==> src/hdl/hdlf_pkg.sv <==
// Package for the hex dump line formatter.
// Holds the channel payload types, the emitter phase type and the character helpers.
// No dependencies.
package hdlf_pkg;

  // One input transaction: a data byte or an end-of-stream marker.
  typedef struct packed {
    logic       kind;
    logic [7:0] data_byte;
  } in_t;

  // One output transaction: one character of a dump line.
  typedef struct packed {
    logic [7:0] out_char;
    logic       last_of_line;
  } out_t;

  // Input kinds.
  localparam logic KindData = 1'b0;
  localparam logic KindEnd  = 1'b1;

  // Phases of the line emitter, in the order they appear on a line.
  typedef enum logic [2:0] {
    PH_IDLE,
    PH_OFF,
    PH_SP,
    PH_HEX,
    PH_GAP,
    PH_ASC,
    PH_NL
  } phase_e;

  // Characters used in a dump line.
  localparam logic [7:0] CharSpace = 8'h20;
  localparam logic [7:0] CharDot   = 8'h2E;
  localparam logic [7:0] CharLf    = 8'h0A;
  localparam logic [7:0] PrintLo   = 8'd32;
  localparam logic [7:0] PrintHi   = 8'd126;

  // Uppercase hex digit for one nibble.
  function automatic logic [7:0] hex_char(input logic [3:0] nib);
    logic [7:0] c;
    case (nib)
      4'h0: c = 8'h30;
      4'h1: c = 8'h31;
      4'h2: c = 8'h32;
      4'h3: c = 8'h33;
      4'h4: c = 8'h34;
      4'h5: c = 8'h35;
      4'h6: c = 8'h36;
      4'h7: c = 8'h37;
      4'h8: c = 8'h38;
      4'h9: c = 8'h39;
      4'hA: c = 8'h41;
      4'hB: c = 8'h42;
      4'hC: c = 8'h43;
      4'hD: c = 8'h44;
      4'hE: c = 8'h45;
      4'hF: c = 8'h46;
      default: c = 8'h30;
    endcase
    return c;
  endfunction

  // Printable bytes show as themselves, all others as a dot.
  function automatic logic [7:0] show_char(input logic [7:0] b);
    logic [7:0] c;
    if (b < PrintLo || b > PrintHi) begin
      c = CharDot;
    end else begin
      c = b;
    end
    return c;
  endfunction

endpackage

==> src/hdl/hex_dump_line_formatter_core.sv <==
// Hex dump line formatter: bytes in, one dump line of text out per BYTES_PER_LINE bytes.
// Instantiates hdlf_front, hdlf_fifo and hdlf_emit. Uses hdlf_pkg.
//
// The block takes one input transaction per cycle while its two-entry line queue has room,
// and emits one character per cycle while the output is not stalled. A full line has
// 8 + 4*BYTES_PER_LINE characters (40 for eight bytes), so over a long stream the
// one-character-per-cycle emitter sets the sustained input rate. A flushed line of k bytes
// has 8 + 3*BYTES_PER_LINE + k characters; an end of stream with no pending bytes emits
// nothing. The emitter goes from the newline of one line straight to the offset digits of
// the next queued line; when it is idle, a completing byte passes through the line queue,
// the emitter phase state and the output register before its line's first character shows.
module hex_dump_line_formatter_core #(
  parameter int BYTES_PER_LINE = 8
) (
  input  logic           clk_i,
  input  logic           rst_ni,
  input  logic           in_valid_i,
  output logic           in_ready_o,
  input  hdlf_pkg::in_t  in_i,
  output logic           out_valid_o,
  input  logic           out_ready_i,
  output hdlf_pkg::out_t out_o
);

  localparam int N     = BYTES_PER_LINE;
  localparam int CntW  = $clog2(N + 1);
  localparam int IdxW  = (N > 1) ? $clog2(N) : 1;
  localparam int DescW = 16 + 8 * N + CntW;

  logic              push_valid, push_ready;
  logic [15:0]       push_off;
  logic [N-1:0][7:0] push_bytes;
  logic [CntW-1:0]   push_cnt;
  logic              desc_valid, desc_ready;
  logic [DescW-1:0]  desc;

  hdlf_front #(
    .N    (N),
    .CntW (CntW),
    .IdxW (IdxW)
  ) u_front (
    .clk_i        (clk_i),
    .rst_ni       (rst_ni),
    .in_valid_i   (in_valid_i),
    .in_ready_o   (in_ready_o),
    .in_i         (in_i),
    .push_valid_o (push_valid),
    .push_ready_i (push_ready),
    .push_off_o   (push_off),
    .push_bytes_o (push_bytes),
    .push_cnt_o   (push_cnt)
  );

  // Line queue carries offset, bytes and byte count of each line.
  hdlf_fifo #(
    .W (DescW)
  ) u_fifo (
    .clk_i        (clk_i),
    .rst_ni       (rst_ni),
    .push_valid_i (push_valid),
    .push_ready_o (push_ready),
    .push_data_i  ({push_off, push_bytes, push_cnt}),
    .pop_valid_o  (desc_valid),
    .pop_ready_i  (desc_ready),
    .pop_data_o   (desc)
  );

  hdlf_emit #(
    .N    (N),
    .CntW (CntW),
    .IdxW (IdxW)
  ) u_emit (
    .clk_i        (clk_i),
    .rst_ni       (rst_ni),
    .desc_valid_i (desc_valid),
    .desc_ready_o (desc_ready),
    .desc_off_i   (desc[DescW-1 -: 16]),
    .desc_bytes_i (desc[CntW +: 8 * N]),
    .desc_cnt_i   (desc[CntW-1:0]),
    .out_valid_o  (out_valid_o),
    .out_ready_i  (out_ready_i),
    .out_o        (out_o)
  );

endmodule

==> src/hdl/hdlf_front.sv <==
// Front end of the hex dump formatter: collects bytes into the line buffer.
// Hands finished or flushed lines to the line queue. Uses hdlf_pkg.
module hdlf_front #(
  parameter int N    = 8,
  parameter int CntW = 4,
  parameter int IdxW = 3
) (
  input  logic                  clk_i,
  input  logic                  rst_ni,
  input  logic                  in_valid_i,
  output logic                  in_ready_o,
  input  hdlf_pkg::in_t         in_i,
  output logic                  push_valid_o,
  input  logic                  push_ready_i,
  output logic [15:0]           push_off_o,
  output logic [N-1:0][7:0]     push_bytes_o,
  output logic [CntW-1:0]       push_cnt_o
);

  logic [15:0]         offset_q, offset_d;
  logic [CntW-1:0]     fill_q, fill_d;
  logic [N-1:0][7:0]   bytes_q;
  logic                is_data;
  logic                line_full;
  logic                accept;

  // An input is taken only while the line queue has room.
  assign in_ready_o = push_ready_i;
  assign accept     = in_valid_i && in_ready_o;
  assign is_data    = (in_i.kind == hdlf_pkg::KindData);
  assign line_full  = (fill_q == CntW'(N - 1));

  // Line handed to the queue: the buffer with the new byte merged in.
  always_comb begin
    push_bytes_o = bytes_q;
    if (is_data) begin
      push_bytes_o[fill_q[IdxW-1:0]] = in_i.data_byte;
    end
    push_off_o   = offset_q;
    push_cnt_o   = is_data ? CntW'(N) : fill_q;
    push_valid_o = in_valid_i && (is_data ? line_full : (fill_q != '0));
  end

  // Offset and fill count updates.
  always_comb begin
    offset_d = offset_q;
    fill_d   = fill_q;
    if (accept) begin
      if (!is_data) begin
        offset_d = '0;
        fill_d   = '0;
      end else if (line_full) begin
        offset_d = offset_q + 16'(N);
        fill_d   = '0;
      end else begin
        fill_d = fill_q + CntW'(1);
      end
    end
  end

  always_ff @(posedge clk_i or negedge rst_ni) begin
    if (!rst_ni) begin
      offset_q <= '0;
      fill_q   <= '0;
    end else begin
      offset_q <= offset_d;
      fill_q   <= fill_d;
    end
  end

  // Line buffer payload, no reset needed.
  always_ff @(posedge clk_i) begin
    if (accept && is_data) begin
      bytes_q[fill_q[IdxW-1:0]] <= in_i.data_byte;
    end
  end

endmodule

==> src/hdl/hdlf_fifo.sv <==
// Two-entry line queue between the front end and the emitter.
// Generic over the entry width. No package dependencies.
module hdlf_fifo #(
  parameter int W = 96
) (
  input  logic         clk_i,
  input  logic         rst_ni,
  input  logic         push_valid_i,
  output logic         push_ready_o,
  input  logic [W-1:0] push_data_i,
  output logic         pop_valid_o,
  input  logic         pop_ready_i,
  output logic [W-1:0] pop_data_o
);

  localparam int Depth = 2;

  logic [Depth-1:0][W-1:0] mem_q;
  logic                    wr_ptr_q, rd_ptr_q;
  logic [1:0]              cnt_q;
  logic                    do_push, do_pop;

  assign push_ready_o = (cnt_q != 2'(Depth));
  assign pop_valid_o  = (cnt_q != 2'd0);
  assign pop_data_o   = mem_q[rd_ptr_q];
  assign do_push      = push_valid_i && push_ready_o;
  assign do_pop       = pop_valid_o && pop_ready_i;

  // Pointers and occupancy.
  always_ff @(posedge clk_i or negedge rst_ni) begin
    if (!rst_ni) begin
      wr_ptr_q <= 1'b0;
      rd_ptr_q <= 1'b0;
      cnt_q    <= 2'd0;
    end else begin
      if (do_push) begin
        wr_ptr_q <= ~wr_ptr_q;
      end
      if (do_pop) begin
        rd_ptr_q <= ~rd_ptr_q;
      end
      if (do_push && !do_pop) begin
        cnt_q <= cnt_q + 2'd1;
      end else if (do_pop && !do_push) begin
        cnt_q <= cnt_q - 2'd1;
      end
    end
  end

  // Entry storage.
  always_ff @(posedge clk_i) begin
    if (do_push) begin
      mem_q[wr_ptr_q] <= push_data_i;
    end
  end

endmodule

==> src/hdl/hdlf_emit.sv <==
// Back end of the hex dump formatter: walks one queued line and emits a character per cycle
// while the output is not stalled. Ends in an output register. Uses hdlf_pkg.
module hdlf_emit #(
  parameter int N    = 8,
  parameter int CntW = 4,
  parameter int IdxW = 3
) (
  input  logic              clk_i,
  input  logic              rst_ni,
  input  logic              desc_valid_i,
  output logic              desc_ready_o,
  input  logic [15:0]       desc_off_i,
  input  logic [N-1:0][7:0] desc_bytes_i,
  input  logic [CntW-1:0]   desc_cnt_i,
  output logic              out_valid_o,
  input  logic              out_ready_i,
  output hdlf_pkg::out_t    out_o
);

  localparam int XW   = (IdxW > 2) ? IdxW : 2;
  localparam int CmpW = 6;

  hdlf_pkg::phase_e  state_q, state_d;
  logic [XW-1:0]     idx_q, idx_d;
  logic [1:0]        sub_q, sub_d;
  logic [15:0]       cur_off_q;
  logic [N-1:0][7:0] cur_bytes_q;
  logic [CntW-1:0]   cur_cnt_q;
  logic              out_valid_q;
  hdlf_pkg::out_t    out_q;
  logic              adv;
  logic              pop;
  logic [7:0]        ch;
  logic              last;
  logic [7:0]        cur_byte;
  logic [3:0]        off_nib;
  logic              in_line;

  // The output register can take a new character when empty or being drained.
  assign adv          = !out_valid_q || out_ready_i;
  assign desc_ready_o = pop;
  assign out_valid_o  = out_valid_q;
  assign out_o        = out_q;

  assign cur_byte = cur_bytes_q[idx_q[IdxW-1:0]];
  assign off_nib  = 4'(cur_off_q >> {~idx_q[1:0], 2'b00});
  assign in_line  = (CmpW'(idx_q) < CmpW'(cur_cnt_q));

  // Phase sequencing and character selection.
  always_comb begin
    state_d = state_q;
    idx_d   = idx_q;
    sub_d   = sub_q;
    ch      = hdlf_pkg::CharSpace;
    last    = 1'b0;
    pop     = 1'b0;
    case (state_q)
      hdlf_pkg::PH_IDLE: begin
        pop = desc_valid_i;
      end
      hdlf_pkg::PH_OFF: begin
        ch = hdlf_pkg::hex_char(off_nib);
        if (adv) begin
          if (idx_q[1:0] == 2'd3) begin
            state_d = hdlf_pkg::PH_SP;
            idx_d   = '0;
          end else begin
            idx_d = idx_q + XW'(1);
          end
        end
      end
      hdlf_pkg::PH_SP: begin
        if (adv) begin
          if (idx_q[1:0] == 2'd1) begin
            state_d = hdlf_pkg::PH_HEX;
            idx_d   = '0;
            sub_d   = 2'd0;
          end else begin
            idx_d = idx_q + XW'(1);
          end
        end
      end
      hdlf_pkg::PH_HEX: begin
        if (in_line && sub_q == 2'd0) begin
          ch = hdlf_pkg::hex_char(cur_byte[7:4]);
        end else if (in_line && sub_q == 2'd1) begin
          ch = hdlf_pkg::hex_char(cur_byte[3:0]);
        end
        if (adv) begin
          if (sub_q == 2'd2) begin
            sub_d = 2'd0;
            if (idx_q == XW'(N - 1)) begin
              state_d = hdlf_pkg::PH_GAP;
              idx_d   = '0;
            end else begin
              idx_d = idx_q + XW'(1);
            end
          end else begin
            sub_d = sub_q + 2'd1;
          end
        end
      end
      hdlf_pkg::PH_GAP: begin
        if (adv) begin
          state_d = hdlf_pkg::PH_ASC;
          idx_d   = '0;
        end
      end
      hdlf_pkg::PH_ASC: begin
        ch = hdlf_pkg::show_char(cur_byte);
        if (adv) begin
          if (CmpW'(idx_q) == CmpW'(cur_cnt_q) - CmpW'(1)) begin
            state_d = hdlf_pkg::PH_NL;
          end else begin
            idx_d = idx_q + XW'(1);
          end
        end
      end
      hdlf_pkg::PH_NL: begin
        ch   = hdlf_pkg::CharLf;
        last = 1'b1;
        if (adv) begin
          if (desc_valid_i) begin
            pop = 1'b1;
          end else begin
            state_d = hdlf_pkg::PH_IDLE;
          end
        end
      end
      default: begin
        state_d = hdlf_pkg::PH_IDLE;
      end
    endcase
    // A newly taken line always starts with the offset digits.
    if (pop) begin
      state_d = hdlf_pkg::PH_OFF;
      idx_d   = '0;
      sub_d   = 2'd0;
    end
  end

  // Control state.
  always_ff @(posedge clk_i or negedge rst_ni) begin
    if (!rst_ni) begin
      state_q     <= hdlf_pkg::PH_IDLE;
      idx_q       <= '0;
      sub_q       <= 2'd0;
      out_valid_q <= 1'b0;
    end else begin
      state_q <= state_d;
      idx_q   <= idx_d;
      sub_q   <= sub_d;
      if (adv) begin
        out_valid_q <= (state_q != hdlf_pkg::PH_IDLE);
      end
    end
  end

  // Current line and output payload.
  always_ff @(posedge clk_i) begin
    if (pop) begin
      cur_off_q   <= desc_off_i;
      cur_bytes_q <= desc_bytes_i;
      cur_cnt_q   <= desc_cnt_i;
    end
    if (adv) begin
      out_q.out_char     <= ch;
      out_q.last_of_line <= last;
    end
  end

endmodule

==> config.mk <==
export PLATFORM = sky130hd
export DESIGN_NAME = hex_dump_line_formatter_core
export DESIGN_NICKNAME = d
export VERILOG_FILES = /design/src/hdl/hdlf_pkg.sv /design/src/hdl/hex_dump_line_formatter_core.sv /design/src/hdl/hdlf_front.sv /design/src/hdl/hdlf_fifo.sv /design/src/hdl/hdlf_emit.sv
export SDC_FILE = /design/constraint.sdc
export NUM_CORES = 1
export LEC_CHECK = 0
export BUFFER_PORTS_ARGS = -buffer_cell sky130_fd_sc_hd__buf_2
export CAP_MARGIN = 20
export CORE_MARGIN = 2
export CORE_UTILIZATION = 46
export DETAILED_ROUTE_END_ITERATION = 10
export PLACE_DENSITY_LB_ADDON = 0.15
export SLEW_MARGIN = 15
export SYNTH_ARGS = -nofsm -noshare
export SYNTH_HDL_FRONTEND = slang
export SYNTH_SLANG_ARGS = --single-unit
==> constraint.sdc <==
create_clock -name clk_i -period 7.5 [get_ports clk_i]
set_clock_uncertainty 0.2 [all_clocks]
set_input_delay 0.375 -clock clk_i [delete_from_list [all_inputs] [get_ports clk_i]]
set_output_delay 0.375 -clock clk_i [all_outputs]
set_load 0.02 [all_outputs]
# Yosys cells after proc, flatten, opt, wreduce, memory -nomap -nowiden

Memory sizes are Yosys's and may differ from the RTL's.
Index checks and enable logic that the tools add are counted.

Equal/unequal tests: 28
Add/sub/neg operators: 7
Multiplexer cells: 59
Shift operators: 1
Bitwise gates (word level): 4
Order comparisons: 9
Reductions and logical operators: 29

Operators by type and width:

| cell                                                        | count |
|---|---|
| 2-to-1 mux 84 bit                                           | 3 |
| bitwise mux 168 bit                                         | 1 |
| demux 84 bit (select 1 bit)                                 | 1 |
| 2-to-1 mux 3 bit                                            | 24 |
| bitwise mux 64 bit                                          | 1 |
| 2-to-1 mux 64 bit                                           | 1 |
| 2-to-1 mux 8 bit                                            | 5 |
| != test 3 x 2 -> 1 bit (second input constant)              | 11 |
| 2-to-1 mux 16 bit                                           | 2 |
| case mux 8 bit (4 select lines)                             | 1 |
| binary-select mux 8 bit (select 3 bit)                      | 1 |
| demux 8 bit (select 3 bit)                                  | 1 |
| case mux 3 bit (7 select lines)                             | 1 |
| adder 16 x 4 -> 16 bit (second input constant)              | 1 |
| right shift 16 x 4 -> 4 bit                                 | 1 |
| case mux 3 bit (5 select lines)                             | 1 |
| 2-to-1 mux 2 bit                                            | 7 |
| AND reduction 13 bit                                        | 1 |
| equality test 3 bit (second input constant)                 | 4 |
| 2-to-1 mux 4 bit                                            | 3 |
| logical AND 1 bit                                           | 11 |
| > comparator 8 x 7 -> 1 bit (second input constant)         | 1 |
| less-than comparator 3 x 4 -> 1 bit (second input constant) | 2 |
| less-than comparator 8 x 6 -> 1 bit (second input constant) | 1 |
| 33 further kinds                                            | 51 |

Input bits: 13
Logic and storage cells: 171
Register bits: 358
Memories: 3
Memory bits (read-only): 336
Output and inout port bits: 11

Memories:

| name             | depth | bits a word | rd ports | clocked after Yosys merged registers in | write ports | line           | RTL |
|---|---|---|---|---|---|---|---|
| (name not given) | 16    | 7           | 1        | 0                                       | 0           | hdlf_pkg.sv:43 | `case (nib)` |
| (name not given) | 16    | 7           | 1        | 0                                       | 0           | hdlf_pkg.sv:43 |  |
| (name not given) | 16    | 7           | 1        | 0                                       | 0           | hdlf_pkg.sv:43 |  |

# Logic depth before layout (Yosys ltp)

Word-level depth: 8
Depth in mapped cells: 12
Mapped depth without buffers: 10

# Cells and area by module

A second synthesis with hierarchy kept.

Cells, all modules: 993
Area, all modules: 16010.4 µm²

Modules (own cells, without submodules):

| module     | area an instance (µm²) | instances | seq. area each (µm²) | cells an instance |
|---|---|---|---|---|
| hdlf_fifo  | 6263.5                 | 1         | 5144.9               | 279 |
| hdlf_emit  | 5261.3                 | 1         | 3017.9               | 392 |
| hdlf_front | 4485.6                 | 1         | 2347.3               | 322 |

# Least setup slack after synthesis

Ideal clock, no wire load.

Path type: reg-to-reg
Start: register u_emit.state_q[1]
End: register u_fifo.cnt_q[1]
Path buffers: 2
Arrival time: 5.271 ns
Data required time: 7.221 ns
Stages on the path, launching flop included: 11
Clock period less this slack: 5.550 ns
Library setup time: 0.079 ns
Slack: 1.950 ns
Cell sequence: dfrtp_1 -> clkbuf_1 -> buf_6 -> nor2_1 -> a21oi_1 -> nor3_2 -> inv_1 -> ha_1 -> xor2_1 -> nor2_1 -> xor2_1

Cells in the longest elaborated chain, start to end: 6
Elaborated cells on any way between the ends: 9
Classes of those cells: eq/ne: 1; mux: 2; reduce/logical: 6

Ends and longest elaborated chain:

| item                                                          | line             | RTL |
|---|---|---|
| start, declared                                               | hdlf_emit.sv:23  | `hdlf_pkg::phase_e state_q, state_d;` |
| start signal, assigned                                        | hdlf_emit.sv:145 | `state_q <= hdlf_pkg::PH_IDLE;` |
| start signal, assigned                                        | hdlf_emit.sv:150 | `state_q <= state_d;` |
| equality test 3 bit / zero test 3 bit (equally long branches) | hdlf_emit.sv:57  | `case (state_q)` |
| case mux 1 bit (2 select lines) *                             | hdlf_emit.sv:57  |  |
| logical AND 1 bit *                                           | hdlf_fifo.sv:27  | `assign do_pop = pop_valid_o && pop_ready_i;` |
| zero test 1 bit                                               | hdlf_fifo.sv:42  | `if (do_push && !do_pop) begin` |
| logical AND 1 bit                                             | hdlf_fifo.sv:42  |  |
| 2-to-1 mux 2 bit / nonzero test 2 bit (equally long branches) | -                |  |
| end signal, assigned                                          | hdlf_fifo.sv:43  | `cnt_q <= cnt_q + 2'd1;` |
| end signal, assigned                                          | hdlf_fifo.sv:45  | `cnt_q <= cnt_q - 2'd1;` |
| end, declared                                                 | hdlf_fifo.sv:20  | `logic [1:0] cnt_q;` |

Mark *: on every way between the ends. The rest lies on a longest branch, timed or not.
A chain may end at the register's enable or synchronous reset.

# Worst setup path after layout

Start: register u_emit.idx_q[0]
End: register u_emit.out_q (netlist bit u_emit.out_o[1]), data pin

Cells in the longest elaborated chain, start to end: 6
Elaborated cells on any way between the ends: 17
Classes of those cells: order compare: 3; shift: 1; mux: 6; bitwise: 1; reduce/logical: 3; memory: 3

Ends and longest elaborated chain:

| item                                                        | line                            | RTL |
|---|---|---|
| start, declared                                             | hdlf_emit.sv:24                 | `logic [XW-1:0] idx_q, idx_d;` |
| start signal, assigned                                      | hdlf_emit.sv:151                | `idx_q <= idx_d;` |
| binary-select mux 8 bit (select 3 bit)                      | hdlf_emit.sv:45                 | `assign cur_byte = cur_bytes_q[idx_q[IdxW-1:0]];` |
| 2-to-1 mux 8 bit (not written as such)                      | hdlf_emit.sv:45                 |  |
| less-than comparator 8 x 6 -> 1 bit (tied with other cells) | hdlf_pkg.sv:68                  | `if (b < PrintLo \|\| b > PrintHi) begin` |
| logical OR 1 bit / 2-to-1 mux 8 bit (equally long branches) | hdlf_pkg.sv:68, hdlf_emit.sv:86 |  |
| 2-to-1 mux 8 bit, on equally long branches                  | hdlf_pkg.sv:68, hdlf_emit.sv:84 |  |
| case mux 8 bit (4 select lines) *                           | hdlf_emit.sv:57                 |  |
| end, declared                                               | hdlf_emit.sv:30                 | `hdlf_pkg::out_t out_q;` |

Mark *: on every way between the ends. The rest lies on a longest branch, timed or not. The select of a mux whose other input is x is not followed.

==> summary.md <==
| Metric | Value |
|---|---|
| Post_cts resized | `0` |
| Max-slew violations | `0` |
| # diodes | `0` |
| # clock sinks | `346` |
| All-Layer GR Usage | `18.0%` |
| First-pass GRT wire length | `48300 um` |
| Fin crit share | `49.6%` |
| Run status | `finished, final reports clean` |
| Initial antenna violation count | `0` |
| Crit path max-delay family | `compound AO/OA/AOI/OAI gates` |
| Worst vdd ir | `0.258 mV` |
| Pre-Repair DR Iteration Count | `5` |
| Critical R2R Capture | `u_emit.out_o[1]$_SDFFCE_PN0N_` |
| MaxCap Viol Count | `0` |
| Pwr/cell area | `402 mW/mm2` |
| Worst EP arrival | `3.73 ns` |
| RD Place Congestion | `0.831` |
| Worst Reg2Reg Path Length in Cells | `8` |
| Boundary Pins | `24` |
| Peak Freq | `0.269 GHz` |
| Max-Slew Margin vs Limit | `26.2%` |
| Post-CTS Setup Inserts | `0` |
| Hpwl dp | `18400 um` |
| CTS buffer count | `39` |
| Hold depth | `4` |
| Initial detailed-routing violation count | `526` |
| P&R area growth vs syn | `11.9%` |
| Post-synth top flop | `edfxtp_1` |
| Buf/Inv on CP | `1` |
| CTS Hold Bufs | `1` |
| FF-to-FF setup slack | `3.78 ns` |
| CP max stage delay | `0.64 ns` |
| Die X | `187 um` |
| Startpoint types | `flop` |
| Reg clk slew, reported paths | `0.06 ns` |
| Pin count of the biggest net entering global routing | `83` |
| CP Max Fanout | `29` |
| Netlist cell types | `68` |
| CTS root buf | `clkbuf_16` |
| CP startpoint | `u_emit.idx_q[0]$_DFFE_PN0P_` |
| Top-area cell type share of the netlist area | `61.9%` |
| Post-synthesis sequential area ratio | `66.8%` |
| Seq cells post-synth | `346` |
| Die area | `0.0348 mm2` |
| Critical path, cell by cell | `buf_4, mux4_1, and2_1, a21oi_4, ha_1, and3_1, o311ai_0, o2111ai_1` |
| WS Path Type | `reg2reg` |
| Fin crit period | `3.72 ns` |
| RSZ-0062 raised after global routing | `false` |
| Synthesized area | `0.0153 mm2` |
| H-tree depth | `2` |
| Cell taking the most area after synthesis | `edfxtp_1` |
| Fin util | `52.5%` |
| Starting Density | `46.9%` |
| Via density | `5.46` |
| Vias | `7956` |
| Routed len/inst | `21.1 um` |
| Critical R2R Launch | `u_emit.idx_q[0]$_DFFE_PN0P_` |
| DRC viols | `0` |
| Worst skew pair latency | `0.51 ns` |
| Total Wirelength | `30800 um` |
| ANT nets after route | `0` |
| Final setup TNS | `0 ns` |
| Synth warn | `0` |
| TritonCTS clock tree | `done` |
| Number of flops mapped to enable cells by yosys | `316` |
| Final hold slack | `0.110 ns` |
| Syn Area/Cell | `16.1 um2` |
| Hold Path End | `u_front.fill_q[2]$_DFFE_PN0P_` |
| Post-synthesis net count | `985` |
| Synth async-reset ratio | `8.67%` |
| GR Overflow Total | `0` |
| Endpoints failing hold | `0` |
| Vias in the first global route | `8149` |
| Leak Pwr | `0.00592 uW` |
| Final setup vio count | `0` |
| Die extent in y | `187 um` |
| Core area | `0.0327 mm2` |
| Area contributors post-synth | `edfxtp_1 (62%), mux2_2 (16%), dfrtp_1 (4.9%)` |
| Row cnt | `66` |
| # nets final | `1021` |
| Slew @ Worst Pin | `1.11 ns` |
| CP required | `7.51 ns` |
| HP Start | `in_valid_i` |
| Share of post-route cells with drive strength above 1 | `32.1%` |
| Setup crit end kind | `flop` |
| Clk buf depth | `3` |
| Post-Synthesis Cells | `950` |
| Hold crit path type | `in2reg` |
| Quantity of I/O buffers inserted on ports | `23` |
| Critical-path top delay cell | `dfrtp_2` |
==> where the power goes <==
group	switching, uW	internal (uW)
clock	740	1100
sequential	282	2720
combinational	1200	860
total	2220	4680
==> worst min-delay path, delay by kind of cell <==
| family | cells | cell delay [ns] |
|---|---|---|
| buf+inv | 1 | 0.12 |
| mux | 1 | 0.13 |
| compound gates | 1 | 0.07 |
| simple gates | 1 | 0.07 |
==> layer usage <==
layer	track usage [%]	vias up	wire length (um)
met4	4.76	0	655
li1	-	3745	-
met1	25.5	4003	14300
met5	0	-	0
met2	29.2	164	14700
met3	2.67	44	1150
==> synthesized netlist by cell type (3+ instances only) <==
| cell type | n |
|---|---|
| inv_1 | 23 |
| nor2_1 | 36 |
| buf_4 | 3 |
| and2_1 | 8 |
| nor3_2 | 4 |
| o2111ai_1 | 3 |
| mux4_2 | 7 |
| ha_1 | 22 |
| o211ai_1 | 5 |
| xor2_1 | 13 |
| nor3_1 | 9 |
| nand2b_1 | 8 |
| mux2i_1 | 27 |
| nand3b_1 | 4 |
| nor2b_1 | 7 |
| a21oi_1 | 13 |
| xnor2_1 | 5 |
| edfxtp_1 | 316 |
| a22oi_1 | 7 |
| a211oi_1 | 6 |
| dfrtp_1 | 30 |
| nand3_1 | 26 |
| or3_1 | 3 |
| mux2_2 | 213 |
| and3_1 | 7 |
| buf_2 | 5 |
| buf_6 | 5 |
| nor3b_1 | 3 |
| o21ai_0 | 24 |
| nand2_1 | 38 |
| clkbuf_1 | 24 |
==> worst max-delay path by stage <==
| stage | to | depth (start not counted) |
|---|---|---|
| floorplan | u_fifo.cnt_q[1]$_DFFE_PN0P_ | 10 |
| global placement | u_fifo.mem_q[46]$_DFFE_PP_ | 6 |
| detailed placement | u_fifo.mem_q[46]$_DFFE_PP_ | 6 |
| CTS | u_fifo.cnt_q[1]$_DFFE_PN0P_ | 10 |
| global route | u_fifo.mem_q[17]$_DFFE_PP_ | 7 |
| finish | u_emit.out_o[1]$_SDFFCE_PN0N_ | 8 |
==> state kept, by name, indices dropped and copies added, names as in the netlist <==
register and flops:
u_emit.cur_bytes_q 64, u_emit.cur_cnt_q 4, u_emit.cur_off_q 13, u_emit.idx_q 3
u_emit.out_o 9, u_emit.out_valid_o 1, u_emit.state_q 3, u_emit.sub_q 2
u_fifo.cnt_q 2, u_fifo.mem_q 162, u_fifo.rd_ptr_q 1, u_fifo.wr_ptr_q 1
u_front.bytes_q 64, u_front.fill_q 4, u_front.push_off_o 13
==> kinds of logic after synthesis <==
group / share of synthesized area (%)
fa+ha+maj: 1.79
other cells: 0.0244
flops: 66.8
simple gates: 5.58
mux: 18.9
xor+xnor: 1.03
buf+inv: 2.04
compound gates: 3.92
==> cell usage in the layout (no fill, tap or decap), drive strengths merged, types with 3 or more instances in the layout <==
| master | count |
|---|---|
| clkinv | 18 |
| mux4 | 9 |
| bufinv | 3 |
| o211ai | 5 |
| or3 | 3 |
| buf | 33 |
| o21ai | 24 |
| inv | 24 |
| o2111ai | 4 |
| nor2 | 36 |
| a22oi | 8 |
| dfrtp | 30 |
| clkbuf | 50 |
| xor2 | 13 |
| nand3 | 26 |
| a21oi | 14 |
| nand2 | 39 |
| ha | 22 |
| nand2b | 8 |
| and3 | 7 |
| nor3 | 13 |
| mux2i | 27 |
| and2 | 8 |
| nor2b | 7 |
| mux2 | 214 |
| edfxtp | 316 |
| nor3b | 3 |
| a211oi | 6 |
| xnor2 | 5 |
| nand3b | 4 |
==> area by class of cell <==
type | count | area [um2]
clock buffer | 50 | 1060
clock inverter | 21 | 185
fill | 2721 | 15500
inverter | 25 | 93.8
multi-input combinational | 540 | 4810
sequential | 346 | 10200
tap | 442 | 553
timing repair buffer | 34 | 223
==> metrics by stage <==
| step | area [um2] | cells | setup slack (ns) | total power, uW |
|---|---|---|---|---|
| after floorplan | 15300 | 950 | 1.95 | 4520 |
| after global placement | 15900 | 1385 | 3.48 | 5090 |
| after detailed placement | 15900 | 1385 | 3.49 | 5100 |
| after CTS | 17100 | 1457 | 3.70 | 6970 |
| after global routing | 17200 | 1458 | 3.50 | 7300 |
| final | 17200 | 1458 | 3.78 | 6910 |
Power figures use the tool's default switching activity.
